==> src/hdl/dfe_pkg.sv <==
// Shared types and constants of the display frame encoder.
// No dependencies; imported by every module of the block.
package dfe_pkg;

	// binary width of the conversion chain (trip/100 fits in 26 bits)
	localparam int Q_W = 26;
	localparam int SPD_W = 12;   // three BCD digits
	localparam int TRP_W = 20;   // five BCD digits

	// reciprocal of 100 scaled by 2^37, exact for every 32-bit dividend
	localparam logic [31:0] RECIP_100 = 32'h51EB851F;
	localparam int RECIP_SH = 37;

	localparam logic [3:0] LAST_IDX = 4'd11;
	localparam logic [3:0] GAP_LEN  = 4'd11;
	localparam logic [3:0] BLANK    = 4'hC;

	// frame bytes
	localparam logic [7:0] HDR0    = 8'hC1;
	localparam logic [7:0] HDR1    = 8'h29;
	localparam logic [7:0] CMD_DEF = 8'h27;
	localparam logic [7:0] CMD_STD = 8'h26;

	// frame positions
	localparam logic [3:0] B_HDR0 = 4'd0;
	localparam logic [3:0] B_HDR1 = 4'd1;
	localparam logic [3:0] B_CMD  = 4'd2;
	localparam logic [3:0] B_AST  = 4'd3;
	localparam logic [3:0] B_SEG1 = 4'd4;
	localparam logic [3:0] B_SEG2 = 4'd5;
	localparam logic [3:0] B_BAT  = 4'd6;
	localparam logic [3:0] B_TOPH = 4'd7;
	localparam logic [3:0] B_TOPL = 4'd8;
	localparam logic [3:0] B_BOTH = 4'd9;
	localparam logic [3:0] B_BOTM = 4'd10;
	localparam logic [3:0] B_BOTL = 4'd11;

	// register indexes
	localparam logic [2:0] R_SET_DEFAULT = 3'd0;
	localparam logic [2:0] R_CODE_SOLID  = 3'd1;
	localparam logic [2:0] R_CODE_OFF    = 3'd2;
	localparam logic [2:0] R_BATTERY     = 3'd3;
	localparam logic [2:0] R_MILES       = 3'd4;

	typedef struct packed {
		logic [2:0]  assist_step;
		logic        light_on;
		logic [15:0] speed_value;
		logic [31:0] trip_distance;
	} dfe_in_t;

	typedef struct packed {
		logic [7:0] frame_byte;
		logic [3:0] byte_index;
		logic       last_byte;
	} dfe_out_t;

	typedef struct packed {
		logic       set_default;
		logic [1:0] code_solid;
		logic [1:0] code_off;
		logic [7:0] battery_level;
		logic       miles_units;
	} dfe_cfg_t;

	// one word travelling down the conversion chain
	typedef struct packed {
		logic             vld;
		logic [2:0]       assist;
		logic             light;
		logic [Q_W-1:0]   spd_bin;
		logic [Q_W-1:0]   trp_bin;
		logic [SPD_W-1:0] spd_bcd;
		logic [TRP_W-1:0] trp_bcd;
		logic             spd_ovf;
		logic             trp_ovf;
	} dfe_cell_t;

endpackage

==> src/hdl/dfe_cell.sv <==
// One double-dabble step of the conversion chain: shifts one binary bit
// into the speed and trip BCD digits. Depends on dfe_pkg.
module dfe_cell import dfe_pkg::*; (
	input  logic      clk,
	input  logic      arst_n,
	input  dfe_cell_t din,
	output dfe_cell_t dout
);

	dfe_cell_t out_s1;
	dfe_cell_t nxt;
	logic [SPD_W-1:0] spd_dab;
	logic [TRP_W-1:0] trp_dab;

	function automatic logic [3:0] add3(input logic [3:0] d);
		return (d >= 4'd5) ? d + 4'd3 : d;
	endfunction

	// correct each digit, then shift left with the next binary bit
	always_comb begin
		for (int i = 0; i < SPD_W / 4; i++) begin
			spd_dab[i*4 +: 4] = add3(din.spd_bcd[i*4 +: 4]);
		end
		for (int i = 0; i < TRP_W / 4; i++) begin
			trp_dab[i*4 +: 4] = add3(din.trp_bcd[i*4 +: 4]);
		end
		nxt         = din;
		nxt.spd_bin = {din.spd_bin[Q_W-2:0], 1'b0};
		nxt.trp_bin = {din.trp_bin[Q_W-2:0], 1'b0};
		nxt.spd_bcd = {spd_dab[SPD_W-2:0], din.spd_bin[Q_W-1]};
		nxt.trp_bcd = {trp_dab[TRP_W-2:0], din.trp_bin[Q_W-1]};
		// a carry out of the top digit means the value no longer fits
		nxt.spd_ovf = din.spd_ovf | spd_dab[SPD_W-1];
		nxt.trp_ovf = din.trp_ovf | trp_dab[TRP_W-1];
	end

	always_ff @(posedge clk or negedge arst_n) begin
		if (!arst_n) begin
			out_s1 <= '0;
		end else begin
			out_s1 <= nxt;
		end
	end

	assign dout = out_s1;

endmodule

==> src/hdl/dfe_framer.sv <==
// Frame builder and byte emitter: blanks leading zeros, holds one frame
// and sends its twelve bytes. Depends on dfe_pkg.
module dfe_framer import dfe_pkg::*; (
	input  logic      clk,
	input  logic      arst_n,
	input  dfe_cell_t din,
	input  dfe_cfg_t  cfg,
	output logic      strobe,
	output dfe_out_t  result
);

	logic             act_q;
	logic [3:0]       idx_q;
	logic [SPD_W-1:0] top_q;
	logic [TRP_W-1:0] bot_q;
	logic [2:0]       assist_q;
	logic             light_q;

	logic [SPD_W-1:0] top_d;
	logic [TRP_W-1:0] bot_d;
	logic [TRP_W/4:0] zero_above;
	logic [1:0]       light_code;
	logic [7:0]       assist_byte;
	logic [7:0]       byte_d;

	// leading blank: speed keeps two digits, trip keeps one
	always_comb begin
		top_d = din.spd_bcd;
		if (!din.spd_ovf && din.spd_bcd[11:8] == 4'd0) begin
			top_d[11:8] = BLANK;
		end
		bot_d = din.trp_bcd;
		zero_above[TRP_W/4] = 1'b1;
		for (int p = TRP_W / 4 - 1; p >= 0; p--) begin
			zero_above[p] = zero_above[p+1] && (din.trp_bcd[p*4 +: 4] == 4'd0);
		end
		for (int p = 1; p < TRP_W / 4; p++) begin
			if (!din.trp_ovf && zero_above[p]) begin
				bot_d[p*4 +: 4] = BLANK;
			end
		end
	end

	// byte sequencer
	always_ff @(posedge clk or negedge arst_n) begin
		if (!arst_n) begin
			act_q <= 1'b0;
			idx_q <= 4'd0;
		end else if (din.vld) begin
			act_q <= 1'b1;
			idx_q <= 4'd0;
		end else if (act_q) begin
			if (idx_q == LAST_IDX) begin
				act_q <= 1'b0;
			end else begin
				idx_q <= idx_q + 4'd1;
			end
		end
	end

	always_ff @(posedge clk) begin
		if (din.vld) begin
			top_q    <= top_d;
			bot_q    <= bot_d;
			assist_q <= din.assist;
			light_q  <= din.light;
		end
	end

	// byte select
	always_comb begin
		light_code  = light_q ? cfg.code_solid : cfg.code_off;
		assist_byte = {6'd0, cfg.code_solid} << {assist_q, 1'b0};
		case (idx_q)
			B_HDR0: byte_d = HDR0;
			B_HDR1: byte_d = HDR1;
			B_CMD:  byte_d = cfg.set_default ? CMD_DEF : CMD_STD;
			B_AST:  byte_d = assist_byte;
			B_SEG1: byte_d = {light_code, cfg.code_solid, cfg.code_off, cfg.code_off};
			B_SEG2: byte_d = {cfg.code_solid, cfg.code_off, 2'b00, cfg.code_solid};
			B_BAT:  byte_d = cfg.battery_level;
			B_TOPH: byte_d = {{3{cfg.miles_units}}, 1'b0, top_q[11:8]};
			B_TOPL: byte_d = top_q[7:0];
			B_BOTH: byte_d = {cfg.code_solid, cfg.code_solid, bot_q[19:16]};
			B_BOTM: byte_d = bot_q[15:8];
			B_BOTL: byte_d = bot_q[7:0];
			default: byte_d = 8'd0;
		endcase
	end

	assign strobe            = act_q;
	assign result.frame_byte = byte_d;
	assign result.byte_index = idx_q;
	assign result.last_byte  = (idx_q == LAST_IDX);

endmodule

==> src/hdl/display_frame_encoder_unit.sv <==
// Top level of the display frame encoder: config registers, divide stage,
// conversion chain of dfe_cell and the dfe_framer. Depends on dfe_pkg.
//
// Usage:
//   Items enter on item when start is high and busy is low. After an item is
//   taken busy stays high, so the next item must wait until busy falls; the
//   spacing is set by the twelve-byte emitter sharing one result port.
//   Trip is divided by 100 with one reciprocal multiply, then a row of 26
//   cells converts speed and trip to BCD, one bit per cell per cycle, with
//   several items in flight.
//   The first byte reaches result through head_s1, the cells and idx_q; the
//   twelve bytes follow on consecutive cycles, each marked by strobe for one
//   cycle, the last one with last_byte set. The receiver cannot stall; each
//   byte is gone after its cycle.
//   Config words are written on cfg_index/cfg_data when cfg_valid is high;
//   cfg_ready is always high. Indexes above 4 are ignored. Write only while
//   no frame is pending.
//   Reset clears the chain and emitter and loads the register defaults
//   (solid code 1, off code 0, battery 50).
module display_frame_encoder_unit import dfe_pkg::*; (
	input  logic       clk,
	input  logic       arst_n,
	input  logic       start,
	output logic       busy,
	input  dfe_in_t    item,
	output logic       strobe,
	output dfe_out_t   result,
	input  logic       cfg_valid,
	output logic       cfg_ready,
	input  logic [2:0] cfg_index,
	input  logic [7:0] cfg_data
);

	dfe_cfg_t   cfg_q;
	logic [3:0] gap_q;
	logic       accept;
	logic [63:0] prod;
	dfe_cell_t  head_s1;
	dfe_cell_t  chain [0:Q_W];

	assign accept    = start && !busy;
	assign busy      = (gap_q != 4'd0);
	assign cfg_ready = 1'b1;

	// config registers
	always_ff @(posedge clk or negedge arst_n) begin
		if (!arst_n) begin
			cfg_q.set_default   <= 1'b0;
			cfg_q.code_solid    <= 2'd1;
			cfg_q.code_off      <= 2'd0;
			cfg_q.battery_level <= 8'd50;
			cfg_q.miles_units   <= 1'b0;
		end else if (cfg_valid) begin
			case (cfg_index)
				R_SET_DEFAULT: cfg_q.set_default   <= cfg_data[0];
				R_CODE_SOLID:  cfg_q.code_solid    <= cfg_data[1:0];
				R_CODE_OFF:    cfg_q.code_off      <= cfg_data[1:0];
				R_BATTERY:     cfg_q.battery_level <= cfg_data;
				R_MILES:       cfg_q.miles_units   <= cfg_data[0];
				default: ;
			endcase
		end
	end

	// item spacing
	always_ff @(posedge clk or negedge arst_n) begin
		if (!arst_n) begin
			gap_q <= 4'd0;
		end else if (accept) begin
			gap_q <= GAP_LEN;
		end else if (gap_q != 4'd0) begin
			gap_q <= gap_q - 4'd1;
		end
	end

	// trip / 100 by reciprocal, registered into the chain head
	assign prod = 64'(item.trip_distance) * 64'(RECIP_100);

	always_ff @(posedge clk or negedge arst_n) begin
		if (!arst_n) begin
			head_s1 <= '0;
		end else begin
			head_s1.vld     <= accept;
			head_s1.assist  <= item.assist_step;
			head_s1.light   <= item.light_on;
			head_s1.spd_bin <= Q_W'(item.speed_value);
			head_s1.trp_bin <= prod[RECIP_SH +: Q_W];
			head_s1.spd_bcd <= '0;
			head_s1.trp_bcd <= '0;
			head_s1.spd_ovf <= 1'b0;
			head_s1.trp_ovf <= 1'b0;
		end
	end

	assign chain[0] = head_s1;

	// conversion chain
	for (genvar g = 0; g < Q_W; g++) begin : g_cell
		dfe_cell u_cell (
			.clk    (clk),
			.arst_n (arst_n),
			.din    (chain[g]),
			.dout   (chain[g+1])
		);
	end

	dfe_framer u_framer (
		.clk    (clk),
		.arst_n (arst_n),
		.din    (chain[Q_W]),
		.cfg    (cfg_q),
		.strobe (strobe),
		.result (result)
	);

endmodule

==> config.mk <==
export PLATFORM = sky130hd
export DESIGN_NAME = display_frame_encoder_unit
export DESIGN_NICKNAME = d
export VERILOG_FILES = /design/src/hdl/dfe_pkg.sv /design/src/hdl/dfe_cell.sv /design/src/hdl/dfe_framer.sv /design/src/hdl/display_frame_encoder_unit.sv
export SDC_FILE = /design/constraint.sdc
export NUM_CORES = 2
export LEC_CHECK = 0
export BUFFER_PORTS_ARGS = -buffer_cell sky130_fd_sc_hd__buf_2
export CAP_MARGIN = 20
export CORE_ASPECT_RATIO = 0.8
export CORE_MARGIN = 1
export CORE_UTILIZATION = 50
export CTS_BUF_LIST = sky130_fd_sc_hd__clkbuf_4 sky130_fd_sc_hd__clkbuf_8
export DETAILED_ROUTE_END_ITERATION = 8
export PLACE_DENSITY = 0.66
export SYNTH_ARGS = -nofsm -noshare
export SYNTH_HDL_FRONTEND = slang
export SYNTH_SLANG_ARGS = --single-unit
==> constraint.sdc <==
create_clock -name clk -period 4.8 [get_ports clk]
set_input_delay 0.48 -clock clk [delete_from_list [all_inputs] [get_ports clk]]
set_output_delay 0.48 -clock clk [all_outputs]
set_load 0.1 [all_outputs]
[Word level (Yosys, flattened, before mapping)]
Cells that the tools add are included.
Word-level totals
  flip-flop bits (word level): 1511
  input port bits: 67
  logic and storage cells: 788
Operators by class
  $add $sub $neg: 159
  multiply operators: 1
  magnitude comparators: 157
  eq/ne operators: 16
  shift operators: 1
  multiplexer cells: 168
  bitwise logic cells: 32
  reductions and logical operators: 28
Operators with widths (count)
  4-bit 2-to-1 mux: 162
  4-bit by 2-bit adder with 4-bit output (second input constant): 149
  4-bit by 3-bit greater-or-equal comparator with 1-bit output (second input constant): 149
  8-bit case mux with 12 select lines: 1
  32-bit by 31-bit multiplier with 63-bit output (second input constant): 1
  1-bit OR: 32
  1-bit by 2-bit adder with 3-bit output (second input constant): 8
  1-bit by 3-bit greater-or-equal comparator with 1-bit output (second input constant): 8
  4-bit logical NOT: 6
  4-bit by 3-bit == test with 1-bit output (second input constant): 4
  4-bit == test (second input constant): 4
  2-bit AND reduction: 6
  1-bit logical AND: 9
  4-bit by 2-bit == test with 1-bit output (second input constant): 2
  2-bit by 4-bit << shifter with 8-bit output: 1
  3-bit by 2-bit == test with 1-bit output (second input constant): 2
  4-bit by 1-bit adder with 4-bit output (second input constant): 1
  4-bit by 1-bit == test with 1-bit output (second input constant): 1
  1-bit 2-to-1 mux: 4
  2-bit nonzero test: 2
  4-bit nonzero test: 1
  4-bit by 1-bit subtractor with 4-bit output (second input constant): 1
  3-bit by 1-bit == test with 1-bit output (second input constant): 1
  3-bit == test (second input constant): 1
  4 further kinds: 6

[Logic depth before layout (Yosys ltp)]
  depth after elaboration: 5
  gate-level depth with buffers: 23
  mapped depth without buffers: 23

[Hierarchy]
Synthesis repeated with hierarchy kept, for this count alone.
Second synthesis, totals
  cell total of the unflattened synthesis: 7675
  area, all modules: 100550.2 um2
Modules (own cells, without submodules)
  dfe_cell: instances 26, cells an instance 218, area an instance 3059.2 um2, seq. area each 2227.1 um2
  display_frame_encoder_unit: instances 1, cells an instance 1834, area an instance 18920.6 um2, seq. area each 1631.6 um2
  dfe_framer: instances 1, cells an instance 173, area an instance 2090.8 um2, seq. area each 1206.2 um2

[Worst setup path after synthesis]
No wires, ideal clock.
  kind: in2reg
  start: in item[12] (netlist name)
  end: reg head_s1 (netlist bit chain[2425])
  setup time: 71 ps
  arrival time: 6487 ps
  data required time: 4729 ps
  path slack: -1757 ps
  stages on the path: 20
  buffers on the path: 0
  path through: ha_1 inv_1 fa_1 inv_1 fa_1 fa_1 fa_1 fa_1 fa_1 inv_1 fa_1 inv_1 ha_1 nand4_1 or4_1 a211oi_2 nor4b_4 o31ai_2 mux2_1 nand4_1
Between the ends
  word-level cells in the longest chain between the ends: 1
RTL lines
  start: declaration: RTL line display_frame_encoder_unit.sv:25  | input dfe_in_t item,
  32-bit by 31-bit multiplier with 63-bit output: RTL line display_frame_encoder_unit.sv:77  | assign prod = 64'(item.trip_distance) * 64'(RECIP_100);
  via prod[62]: RTL line display_frame_encoder_unit.sv:37  | logic [63:0] prod;
  end: declaration: RTL line display_frame_encoder_unit.sv:38  | dfe_cell_t head_s1;
The timed path passes the listed nets, and every way through them passes these cells.
A chain may end at the register's enable or synchronous reset.

[Worst setup path in the final report]
  start: in item[4] (netlist name)
  end: reg head_s1 (netlist bit chain[2412])
Same word-level chain as after synthesis.

==> results by group <==
CTS
  • H-tree level count: 4
  • Number of clock buffers inserted by TritonCTS: 198
  • Sinks on Clock Net: 1,367
  • Clock slew at the register clock pins of the worst setup and hold paths: 0.06 ns
  • Max Root-Sink Buffers: 3
  • CTS tree: built
  • Root buffer selected by CTS: sky130_fd_sc_hd__clkbuf_8
  • Worst-Skew Late Latency: 0.89 ns

STA
  • Max Clk Rate: 167 MHz
  • Crit path time final: 5.97 ns
  • Crit path setup slack, layout: -1.17 ns
  • RSZ-0062 raised after global routing: yes
  • Headroom to the max-slew limit: 33.7%
  • Pins Over Slew Limit: 0
  • Setup violators final: 26
  • Setup TNS: -25.15 ns
  • Actual transition at the worst max-transition pin: 0.994 ns
  • Crit share post-route: 124%
  • Worst-case clock skew: 0.0508 ns
  • Endpoints failing hold: 0

Status
  • Violations in the final reports: negative setup slack
  • Outcome: complete, but fails checks

Run
  • Max-cap viol count: 0

Global route
  • Overflow left after global routing: 0
  • Pin count of the biggest net entering global routing: 172
  • Via count of the first global-routing pass: 38,321
  • Antenna violations before repair: 2
  • Wire length of the first global-routing pass: 195,000 um
  • Total track usage: 19.3%

Cells and area
  • Net count reported at finish: 6,909
  • Layout overhead on the synthesized area: 18.5%
  • Share of cells above drive strength 1: 17.6%
  • Footprint of the multi-input gates: 0.0273 sq mm
  • Number of filler cells placed in the layout: 9,810
  • FF/Latch Area: 0.0344 sq mm

Floorplan
  • Floorplan row count: 116
  • Initial core utilization: 50.8%
  • IO Count: 83
  • Die height: 322 um
  • Area of the die: 0.129 sq mm
  • Core Region: 0.126 sq mm
  • Die extent in x: 402 um

Logic synthesis
  • Unique cell type count in the Yosys netlist: 72
  • Net count after synthesis: 6,235
  • Yosys reg bits: 1,367
  • Number of cells produced by synthesis: 5,149
  • Mean cell area of the mapped netlist: 12.4 sq um
  • Synthesis warning total: 0
  • Async S/R FF share, synth: 97.4%
  • Dominant synthesized flop cell: sky130_fd_sc_hd__dfrtp_1
  • Number of synthesized flops with an enable pin: 36
  • Netlist area before placement: 0.0639 sq mm
  • Seq/Total Area, Yosys: 53.8%

Route
  • Residual DRC count: 0
  • Starting DRC count in detailed routing: 2,070
  • Antenna violation net count after detailed routing: 0
  • Detailed-route via count: 36,313
  • Router iterations before antenna repair: 8
  • Total Wirelength: 118,000 um
  • Routed wirelength normalized by instance count: 15.4 um
  • Via-per-instance ratio: 4.76

Worst setup path
  • Critical path data required time: 5.54 ns
  • Critical path class: in2reg
  • Data arrival at the endpoint of the critical path: 6.71 ns
  • Crit path capture type: register
  • Worst-path maximum fanout: 4
  • Launching element type of the critical path: primary input

Placement
  • Post-Place Setup Slack: -2.34 ns
  • Post-DP HPWL: 90,400 um
  • Last weighted congestion value of the routability-driven placer: 0.940
  • Port Buf Inserts: 81

Min path
  • Class of the tightest hold or removal check: in2async
==> timing repair <==
action	in CTS	in global routing
hold buffers	39	0
setup buffers	24	18
endpoints found under the hold margin	123	0
gates resized for setup	161	76
endpoints found under the setup margin	26	26
pin swaps	82	83
==> path summary, 6_finish.rpt <==
kind,startpoint,endpoint,slack (ns),cells past startpoint
worst max register to register,g_cell[25].u_cell.dout[19],u_framer.bot_q[6],2.81,5
worst max-delay path,item[4],chain[2412],-1.17,25
worst min-delay path,arst_n,g_cell[25].u_cell.dout[29],0.16,2
min in group clk,item[45],chain[2439],0.23,2
max in group asynchronous,arst_n,g_cell[9].u_cell.dout[84],3.25,3
worst min register to register,g_cell[14].u_cell.dout[27],g_cell[15].u_cell.dout[28],0.30,0
==> state kept, by name, summed over array words and instances (netlist names) <==
signal and count:
u_framer.bot_q 20, u_framer.top_q 12, u_framer.idx_q 4, gap_q 4
g_cell.u_cell.dout 1261, u_framer.assist_q 3, u_framer.light_q 1, cfg_q 14
chain 47, u_framer.strobe 1
==> synthesized netlist by cell type (all sizes together) (4+ instances only) <==
| library cell | instances | area [sq um] |
|---|---|---|
| or4 | 6 | 48.8 |
| nor3 | 11 | 55.1 |
| and3 | 8 | 50.1 |
| nor3b | 19 | 143 |
| nand4 | 25 | 163 |
| ha | 630 | 7880 |
| nand3 | 18 | 90.1 |
| xor2 | 10 | 87.6 |
| a31oi | 6 | 37.5 |
| o221ai | 4 | 41.3 |
| o21bai | 13 | 97.6 |
| nor4 | 6 | 43.8 |
| fa | 389 | 7790 |
| a22oi | 6 | 45.0 |
| or2 | 4 | 25.0 |
| o21ai | 285 | 1430 |
| dfstp | 4 | 105 |
| a21oi | 193 | 970 |
| a21o | 27 | 203 |
| a31o | 4 | 35.0 |
| nor2b | 10 | 62.6 |
| a22o | 6 | 52.6 |
| a221oi | 4 | 35.0 |
| nand2b | 204 | 1280 |
| edfxtp | 36 | 1080 |
| buf | 5 | 37.5 |
| mux2 | 15 | 169 |
| inv | 884 | 3320 |
| o31ai | 7 | 76.3 |
| a211o | 18 | 158 |
| mux2i | 77 | 771 |
| nand2 | 509 | 1910 |
| o21a | 8 | 60.1 |
| o211ai | 10 | 75.1 |
| dfrtp | 1327 | 33200 |
| xnor2 | 133 | 1160 |
| nor2 | 158 | 593 |
| clkbuf | 26 | 97.6 |
| a222oi | 6 | 60.1 |
==> placed cells by master (no fill, tap or decap), types with 12 or more instances in the layout <==
cell / netlist / final
sky130_fd_sc_hd__a21oi_2: 1 / 13
sky130_fd_sc_hd__dfrtp_1: 1327 / 1327
sky130_fd_sc_hd__ha_1: 630 / 578
sky130_fd_sc_hd__mux2_2: 14 / 14
sky130_fd_sc_hd__edfxtp_1: 36 / 36
sky130_fd_sc_hd__clkbuf_4: 0 / 65
sky130_fd_sc_hd__a21o_1: 27 / 27
sky130_fd_sc_hd__clkinv_2: 0 / 23
sky130_fd_sc_hd__buf_12: 0 / 24
sky130_fd_sc_hd__nand2b_1: 204 / 204
sky130_fd_sc_hd__nor3b_1: 19 / 18
sky130_fd_sc_hd__a21oi_1: 192 / 173
sky130_fd_sc_hd__o21bai_1: 13 / 12
sky130_fd_sc_hd__inv_2: 0 / 37
sky130_fd_sc_hd__ha_4: 0 / 43
sky130_fd_sc_hd__nand2_1: 509 / 501
sky130_fd_sc_hd__xnor2_1: 133 / 127
sky130_fd_sc_hd__nand3_1: 18 / 14
sky130_fd_sc_hd__buf_6: 0 / 26
sky130_fd_sc_hd__a211o_1: 18 / 18
sky130_fd_sc_hd__dlygate4sd3_1: 0 / 39
sky130_fd_sc_hd__inv_1: 884 / 844
sky130_fd_sc_hd__mux2i_1: 77 / 77
sky130_fd_sc_hd__buf_4: 5 / 351
sky130_fd_sc_hd__fa_1: 389 / 363
sky130_fd_sc_hd__buf_2: 0 / 62
sky130_fd_sc_hd__nor2_1: 158 / 151
sky130_fd_sc_hd__fa_2: 0 / 26
sky130_fd_sc_hd__nand4_1: 24 / 24
sky130_fd_sc_hd__o21ai_0: 280 / 272
sky130_fd_sc_hd__clkbuf_8: 0 / 238
==> cell families after synthesis <==
logic type               after synthesis  share of synthesized area [%]
AND/OR/NAND/NOR                      989                           7.15
XOR/XNOR                             143                           1.96
flip-flops                          1367                           53.8
other                                  1                        0.00587
AO/OA/AOI/OAI                        622                           5.63
adder cells (fa/ha/maj)             1019                           24.5
multiplexers                          92                           1.47
buffers and inverters                916                           5.41
==> layout make-up <==
| cell class | count | share of cell area, % |
|---|---|---|
| diodes | 2 | 0.00661 |
| clock buffers | 303 | 4.97 |
| clock inverters | 55 | 0.980 |
| inverters | 885 | 4.40 |
| multi-input cells | 2866 | 36.0 |
| flip-flops and latches | 1367 | 45.4 |
| well taps | 1652 | 2.73 |
| repair buffers | 505 | 5.49 |
==> per-layer routing <==
layer  up-vias  share of wire, %  wire length [um]  global-route usage, %
met5         -                 0                 0                      0
met4         0               1.8              2100                   5.20
met3       147               6.0              7090                   5.16
met2       556                45             53100                   29.4
met1     17926                47             55700                   27.3
li1      17684                 -                 -                      -
==> metrics by stage <==
step	util [%]	hold WS, ns	instances	instance area [sq um]
after floorplan	-	0.184	5149	64300
after global placement	55.2	0.331	7200	69500
after detailed placement	55.2	0.335	7200	69500
after CTS	59.8	0.0971	7616	75200
after global routing	60.2	0.151	7635	75700
final	60.2	0.158	7635	75700
==> critical path, cell delays in order <==
cell and delay [ns]:
sky130_fd_sc_hd__buf_6 0.11, sky130_fd_sc_hd__buf_12 0.13, sky130_fd_sc_hd__buf_4 0.15, sky130_fd_sc_hd__fa_2 0.46, sky130_fd_sc_hd__ha_2 0.24, sky130_fd_sc_hd__fa_2 0.41, sky130_fd_sc_hd__inv_2 0.06, sky130_fd_sc_hd__fa_1 0.41
sky130_fd_sc_hd__inv_2 0.07, sky130_fd_sc_hd__fa_1 0.45, sky130_fd_sc_hd__fa_1 0.52, sky130_fd_sc_hd__fa_1 0.53, sky130_fd_sc_hd__inv_2 0.04, sky130_fd_sc_hd__fa_1 0.52, sky130_fd_sc_hd__inv_2 0.05, sky130_fd_sc_hd__ha_4 0.25
sky130_fd_sc_hd__buf_6 0.12, sky130_fd_sc_hd__a21o_1 0.17, sky130_fd_sc_hd__a311oi_2 0.36, sky130_fd_sc_hd__a21oi_4 0.14, sky130_fd_sc_hd__nor4b_4 0.49, sky130_fd_sc_hd__buf_4 0.22, sky130_fd_sc_hd__buf_4 0.12, sky130_fd_sc_hd__o31ai_4 0.05
sky130_fd_sc_hd__xor2_1 0.15
Power is not shown: default switching activity piles up to over one toggle a cycle in this logic, so the estimate is an artifact.
